`src/rtl/core/lidar_intensity_correction_core_defines.svh`:
```
// Assertion macros for the intensity correction core.
`ifndef LIDAR_INTENSITY_CORRECTION_CORE_DEFINES_SVH
`define LIDAR_INTENSITY_CORRECTION_CORE_DEFINES_SVH
`ifndef SYNTHESIS
// Checked on every clock edge outside reset.
`define LIC_ASSERT(lbl, prop, msg) \
  lbl: assert property (@(posedge clk) disable iff (!rst_n) prop) else $error(msg);
// Checked on every clock edge, reset included.
`define LIC_ASSERT_ALWAYS(lbl, prop, msg) \
  lbl: assert property (@(posedge clk) prop) else $error(msg);
`else
`define LIC_ASSERT(lbl, prop, msg)
`define LIC_ASSERT_ALWAYS(lbl, prop, msg)
`endif
`endif

```
`src/rtl/core/lic_pkg.sv`:
```
`default_nettype none
package lic_pkg;

  localparam int RAW_W   = 16;
  localparam int DIST_W  = 16;
  localparam int COS_W   = 16;
  localparam int COEF_W  = 32;
  localparam int MODEL_W = 32;
  localparam int CORR_W  = 16;

  localparam int ANGLE_COEFS = 4;
  localparam int RANGE_COEFS = 10;

  // Horner accumulators: range in Q.15 on 64 bits, angle below 2^35 in magnitude.
  localparam int RACC_W  = 64;
  localparam int RPROD_W = RACC_W + DIST_W + 1;
  localparam int AACC_W  = 36;
  localparam int AMAG_W  = AACC_W - 1;
  localparam int APROD_W = AACC_W + COS_W + 1;

  localparam logic signed [RPROD_W-1:0] RANGE_RND = RPROD_W'(65535);
  localparam logic signed [APROD_W-1:0] ANGLE_RND = APROD_W'(32767);

  // Model magnitude, saturated at 2^62.
  localparam int MAG_W = 63;
  localparam logic [MAG_W-1:0] MODEL_SAT = {1'b1, {(MAG_W-1){1'b0}}};

  // (0.755*2048)^2 in Q.16.
  localparam int M2Q_W = 38;
  localparam logic [M2Q_W-1:0] M2Q = 38'd156687278906;
  localparam int NUM_W = RAW_W + M2Q_W;

  localparam int QBITS = 17;
  localparam int DIV_W = MAG_W + QBITS;
  localparam logic [CORR_W-1:0] CORR_FULL = 16'd32768;

  localparam logic signed [RACC_W-1:0] RANGE_COEF [RANGE_COEFS] = '{
    64'sd71682322,
    -64'sd1390705504,
    64'sd34822931436,
    -64'sd398602937133,
    64'sd2468697184028,
    -64'sd9042123378447,
    64'sd20220579627966,
    -64'sd27160678999678,
    64'sd20151091770892,
    -64'sd6350746671021
  };

  localparam int CFG_ADDR_W = 4;
  localparam logic [1:0] REG_ANGLE_C0 = 2'd0;
  localparam logic [1:0] REG_ANGLE_C1 = 2'd1;
  localparam logic [1:0] REG_ANGLE_C2 = 2'd2;
  localparam logic [1:0] REG_ANGLE_C3 = 2'd3;

  typedef struct packed {
    logic [RAW_W-1:0]  raw;
    logic [DIST_W-1:0] rng;
    logic [COS_W-1:0]  cos;
  } side_t;

  // Result of the model multiplier as handed to the divider.
  typedef struct packed {
    logic [NUM_W-1:0] num;
    logic [MAG_W-1:0] mag;
    logic             neg;
    logic             raw_zero;
  } model_t;

endpackage
`default_nettype wire

```
`src/rtl/core/lic_divider.sv`:
```
`default_nettype none
module lic_divider (
  input  wire logic                               clk,
  input  wire logic                               rst_n,
  input  wire logic                               en,
  input  wire logic                               in_vld,
  input  wire lic_pkg::model_t                    in_model,
  output logic                                    out_vld,
  output logic signed [lic_pkg::MODEL_W-1:0]      out_model_int,
  output logic [lic_pkg::CORR_W-1:0]              out_corr
);
  import lic_pkg::*;

  localparam int M11_W = MAG_W - 11;
  localparam logic [M11_W-1:0] POS_MAX = M11_W'(32'h7FFF_FFFF);
  localparam logic [M11_W-1:0] NEG_MAX = M11_W'(33'h0_8000_0000);

  // Front stage: model output, special cases and quotient overflow.
  logic [M11_W-1:0]          m11;
  logic signed [MODEL_W-1:0] mi_nxt;
  logic                      ovf;
  logic                      force_nxt;
  logic [CORR_W-1:0]         fval_nxt;

  assign m11 = in_model.mag[MAG_W-1:11];
  assign ovf = {{(DIV_W-NUM_W){1'b0}}, in_model.num} >= {in_model.mag, {QBITS{1'b0}}};

  always_comb begin
    if (in_model.neg) begin
      mi_nxt = (m11 > NEG_MAX) ? $signed(32'h8000_0000) : -$signed(m11[MODEL_W-1:0]);
    end else begin
      mi_nxt = (m11 > POS_MAX) ? $signed(32'h7FFF_FFFF) : $signed(m11[MODEL_W-1:0]);
    end
    force_nxt = 1'b1;
    fval_nxt  = '0;
    if (in_model.raw_zero) begin
      fval_nxt = '0;
    end else if (in_model.mag == '0) begin
      fval_nxt = CORR_FULL;
    end else if (in_model.neg) begin
      fval_nxt = '0;
    end else if (ovf) begin
      fval_nxt = CORR_FULL;
    end else begin
      force_nxt = 1'b0;
    end
  end

  // Stage 0 is the front stage, stages 1..QBITS each settle one quotient bit.
  logic [QBITS:0]            vld_r;
  logic [NUM_W-1:0]          rem_r   [QBITS+1];
  logic [MAG_W-1:0]          mag_r   [QBITS+1];
  logic [QBITS-1:0]          q_r     [QBITS+1];
  logic signed [MODEL_W-1:0] mi_r    [QBITS+1];
  logic [QBITS:0]            force_r;
  logic [CORR_W-1:0]         fval_r  [QBITS+1];

  always_ff @(posedge clk) begin
    if (!rst_n) begin
      vld_r[0] <= 1'b0;
    end else if (en) begin
      vld_r[0] <= in_vld;
    end
  end

  always_ff @(posedge clk) begin
    if (en) begin
      rem_r[0]   <= in_model.num;
      mag_r[0]   <= in_model.mag;
      q_r[0]     <= '0;
      mi_r[0]    <= mi_nxt;
      force_r[0] <= force_nxt;
      fval_r[0]  <= fval_nxt;
    end
  end

  for (genvar j = 1; j <= QBITS; j++) begin : g_bit
    logic [DIV_W-1:0] dvs;
    logic             ge;
    logic [NUM_W-1:0] rem_nxt;

    assign dvs     = {{QBITS{1'b0}}, mag_r[j-1]} << (QBITS - j);
    assign ge      = {{(DIV_W-NUM_W){1'b0}}, rem_r[j-1]} >= dvs;
    assign rem_nxt = ge ? (rem_r[j-1] - dvs[NUM_W-1:0]) : rem_r[j-1];

    always_ff @(posedge clk) begin
      if (!rst_n) begin
        vld_r[j] <= 1'b0;
      end else if (en) begin
        vld_r[j] <= vld_r[j-1];
      end
    end

    always_ff @(posedge clk) begin
      if (en) begin
        rem_r[j]   <= rem_nxt;
        mag_r[j]   <= mag_r[j-1];
        q_r[j]     <= {q_r[j-1][QBITS-2:0], ge};
        mi_r[j]    <= mi_r[j-1];
        force_r[j] <= force_r[j-1];
        fval_r[j]  <= fval_r[j-1];
      end
    end
  end

  // Output register: clamp and pick the special value.
  logic                      out_vld_r;
  logic signed [MODEL_W-1:0] out_mi_r;
  logic [CORR_W-1:0]         out_corr_r;
  logic [CORR_W-1:0]         corr_nxt;

  assign corr_nxt = force_r[QBITS] ? fval_r[QBITS] :
                    (q_r[QBITS] > QBITS'(CORR_FULL)) ? CORR_FULL :
                    q_r[QBITS][CORR_W-1:0];

  always_ff @(posedge clk) begin
    if (!rst_n) begin
      out_vld_r <= 1'b0;
    end else if (en) begin
      out_vld_r <= vld_r[QBITS];
    end
  end

  always_ff @(posedge clk) begin
    if (en) begin
      out_mi_r   <= mi_r[QBITS];
      out_corr_r <= corr_nxt;
    end
  end

  assign out_vld       = out_vld_r;
  assign out_model_int = out_mi_r;
  assign out_corr      = out_corr_r;
endmodule
`default_nettype wire

```
`config.mk`:
```
export PLATFORM = sky130hd
export DESIGN_NAME = lic_divider
export DESIGN_NICKNAME = d
export VERILOG_FILES = /design/src/rtl/core/lidar_intensity_correction_core_defines.svh /design/src/rtl/core/lic_pkg.sv /design/src/rtl/core/lic_divider.sv
export SDC_FILE = /design/constraint.sdc
export NUM_CORES = 2
export LEC_CHECK = 0
export BUFFER_PORTS_ARGS = -buffer_cell sky130_fd_sc_hd__buf_2
export CAP_MARGIN = 40
export CORE_MARGIN = 1
export CORE_UTILIZATION = 46
export CTS_CLUSTER_DIAMETER = 200
export DETAILED_ROUTE_END_ITERATION = 8
export SLEW_MARGIN = 20
export SYNTH_ARGS = -nofsm -noshare
export SYNTH_HDL_FRONTEND = slang
export SYNTH_SLANG_ARGS = --single-unit
```
`constraint.sdc`:
```
create_clock -name clk -period 5.7 [get_ports clk]
set_clock_uncertainty 0.15 [all_clocks]
set_input_delay 1.425 -clock clk [delete_from_list [all_inputs] [get_ports clk]]
set_output_delay 1.425 -clock clk [all_outputs]
set_load 0.05 [all_outputs]
```
==> impl_results.md <==
- Ys async rst share: 0%
- Hold_buf cts: 0
- Critical path data arrival time: 5.54 ns
- WL final: roughly 330 mm
- Req. time, crit path: ~6.2 ns
- Total GRT Usage: between 20% and 30%
- Synthesized area: 0.138 mm2
- Total Nets Final: ~12000
- Final GP Congestion: 1.01
- Clock Sink Count: 2821
- Clock Tree Root: clkbuf_16
- Post-Synth Adder-Cell Area: 7.65%
- Simple-gate share of the synthesized area: 8.41%
- Slew Viols, Final: 0
- 1st-iter DRT viols: 5676
- FMAX: 0.197 GHz
- Worst Path Max Fanout: 3
- Syn_area_per_cell: 12.5 um2
- Placement Setup Slack: 0.110 ns
- Synth warn: 0
- Synth Register Bits: 2821
- GR Overflow Total: 0
- Initial antenna violation count: 10
- Seq/Total Area, Yosys: 61.1%
- Routed vias/inst: 5.49
- RSZ-0062 raised after global routing: no
- Hpwl dp: ~260 mm
- Clk Latency, worst-skew pair: 0.91 ns
- XOR/XNOR Fraction of Synth Area: a little over 4%
- IR drop worst, VDD: about 0.00024 V
- Height of the die: ~550 um
- # setup viols final: 0
- CTS Buffer Depth: 4
- Final hold slack: between 0.2 and 0.25 ns
- DR pass1 iterations: 6
- PwrDens: 329 mW/mm2
- Pin count of the biggest net entering global routing: 137
- Ys flop type: edfxtp_1
- Number of port buffers: around 170
- Status: finished clean
- Initial core utilization: 46.4%
- Rel. slew slack: 34.0%
- Io pins: 172
- Post-DRT Antenna Nets: 0
- Htree depth: 5
- Post-route DRC: 0
- CTS tree: yes
- Post-synthesis mux area share: 2.50%
- Minimum clock period: approximately 5.1 ns
- Worst-path clk slew: roughly 0.060 ns
- Leakage: a little over 60 nW
- Syn Nets: between 10000 and 15000
- CTS buffer count: about 310
- Avg WL per Cell: between 20 and 25 um
- Period utilisation layout: between 80 and 90%
- Die Wd: 550 um
- EDFF count, synth: 2802
- Maxcap violations: 0
- Post-CTS setup buffers: 0
- Rows: 200
- Crit. End Element: flip-flop
- Share of cells above drive strength 1: roughly a tenth
- Vias in the first global route: 87327
- Post-Syn Instances: about 11000
- Synth-to-Final Area Change: 11.9%
- Critical path class: flip-flop to flip-flop
- Total die area: a little over 0.3 mm2
- Placeable Area: 0.298 mm2
- Utilization after layout: 51.9%
- Yosys cell types: 100
- Hold Path Class: flip-flop to flip-flop
- Compound-cell area share of the yosys netlist: 12.5%
- Global-route wire length before repair: 502 mm
- Post-CTS sizing: 0
- Via count: ~86000
- Count of final hold-check violations: 0
- Total power: 50.8 mW
- Largest family of logic cells by synthesized area: compound AO/OA/AOI/OAI gates
- Final WS setup: approximately 0.63 ns
- Setup TNS: 0 ns
- Least-Margin Pin Slew: 0.981 ns
- Critical Path Source Type: flip-flop
[cells in the final DEF, fill, tap and decap left out, types with 173 or more instances in the layout]
cell / n
mux2_2: 271
nand4_1: 179
o21ai_0: 780
inv_1: 1010
xnor2_1: 366
nand2_1: 902
nor2_1: 355
edfxtp_1: 2802
buf_2: 173
a21o_1: 492
clkbuf_16: 313
a21oi_1: 741
xor2_1: 284
ha_1: 820
[logic make-up (layout without fill, tap and decap cells)]
logic type | Yosys count | count (layout)
buffers and inverters | 1309 | 1913
AND/OR/NAND/NOR | 2375 | 2375
adder cells (fa/ha/maj) | 836 | 836
other | 0 | 14
multiplexers | 311 | 311
AO/OA/AOI/OAI | 2767 | 2767
XOR/XNOR | 650 | 650
flip-flops | 2821 | 2821
[metrics by stage]
step,cells,cell area [um2]
6_report,15626,155000
5_1_grt,15624,155000
4_1_cts,15611,155000
3_5_place_dp,15062,145000
3_3_place_gp,15052,145000
2_1_floorplan,11069,138000
[report_power, final]
group,internal [mW],leakage (nW),total [mW],switching (mW)
Combinational,2.48,29.5,6.35,3.86
Sequential,24.2,27.6,24.9,0.719
Clock,11.5,4.81,19.5,8.06
[critical path, stage by stage, from the launching register on]
cell      delay (ns)
edfxtp_1        0.39
inv_1           0.07
ha_1            0.15
inv_1           0.05
fa_1            0.39
a21oi_1         0.24
o22ai_1         0.16
nor4bb_1        0.65
o41ai_2         0.26
a21o_1          0.30
a221oi_1        0.61
o31ai_1         0.30
a31oi_1         0.48
o31a_1          0.24
a21oi_1         0.10
xnor2_1         0.18
o21ai_0         0.10
[layer usage]
layer	routed length [um]	part of all wire (%)	global-route usage, %	up-vias
met5	31	0.0093	0	-
met4	25000	7.6	14.4	4
met3	11700	3.5	2.73	812
met2	171000	52	40.3	2096
met1	124000	37	22.6	40823
li1	-	-	-	41983
[state kept, by name, indices dropped and copies added, names as in the netlist]
| signal | count |
|---|---|
| force_r | 18 |
| fval_r | 18 |
| mag_r | 1071 |
| mi_r | 576 |
| out_corr | 16 |
| out_model_int | 32 |
| out_vld | 1 |
| q_r | 153 |
| rem_r | 918 |
| vld_r | 18 |
[path summary, 6_finish.rpt]
kind	slack, ns	cells after the start	end	start
setup / recovery	0.63	16	rem_r[14][53]	rem_r[13][3]
setup reg to reg	0.63	16	rem_r[14][53]	rem_r[13][3]
hold / removal	0.25	0	mi_r[7][27]	mi_r[6][27]
hold reg to reg	0.25	0	mi_r[7][27]	mi_r[6][27]
[area by class of cell]
class | count | area (um2)
Fill cell | 25076 | 143000
Multi-Input combinational cell | 6939 | 48800
Inverter | 1012 | 3800
Timing Repair Buffer | 352 | 2710
Antenna cell | 14 | 35.0
Clock buffer | 382 | 8110
Tap cell | 3939 | 4930
Clock inverter | 167 | 1840
Sequential cell | 2821 | 84500
[cell usage after synthesis, types with 59 or more instances]
| library cell | number | area, um2 |
|---|---|---|
| a211oi_1 | 60 | 450 |
| a21o_1 | 493 | 3700 |
| a21oi_1 | 744 | 3720 |
| a31oi_1 | 90 | 563 |
| and2_1 | 59 | 369 |
| and3_1 | 70 | 438 |
| clkbuf_1 | 218 | 818 |
| edfxtp_1 | 2802 | 84100 |
| ha_1 | 820 | 10300 |
| inv_1 | 1010 | 3790 |
| mux2_2 | 271 | 3050 |
| nand2_1 | 902 | 3390 |
| nand2b_1 | 89 | 557 |
| nand3_1 | 163 | 816 |
| nand4_1 | 179 | 1120 |
| nor2_1 | 356 | 1340 |
| nor2b_1 | 121 | 757 |
| nor3_1 | 123 | 616 |
| nor4_1 | 130 | 813 |
| o21a_1 | 82 | 616 |
| o21ai_0 | 780 | 3900 |
| o21bai_1 | 97 | 728 |
| xnor2_1 | 366 | 3210 |
| xor2_1 | 284 | 2490 |
No activity file was read; power rests on OpenSTA's default activity.
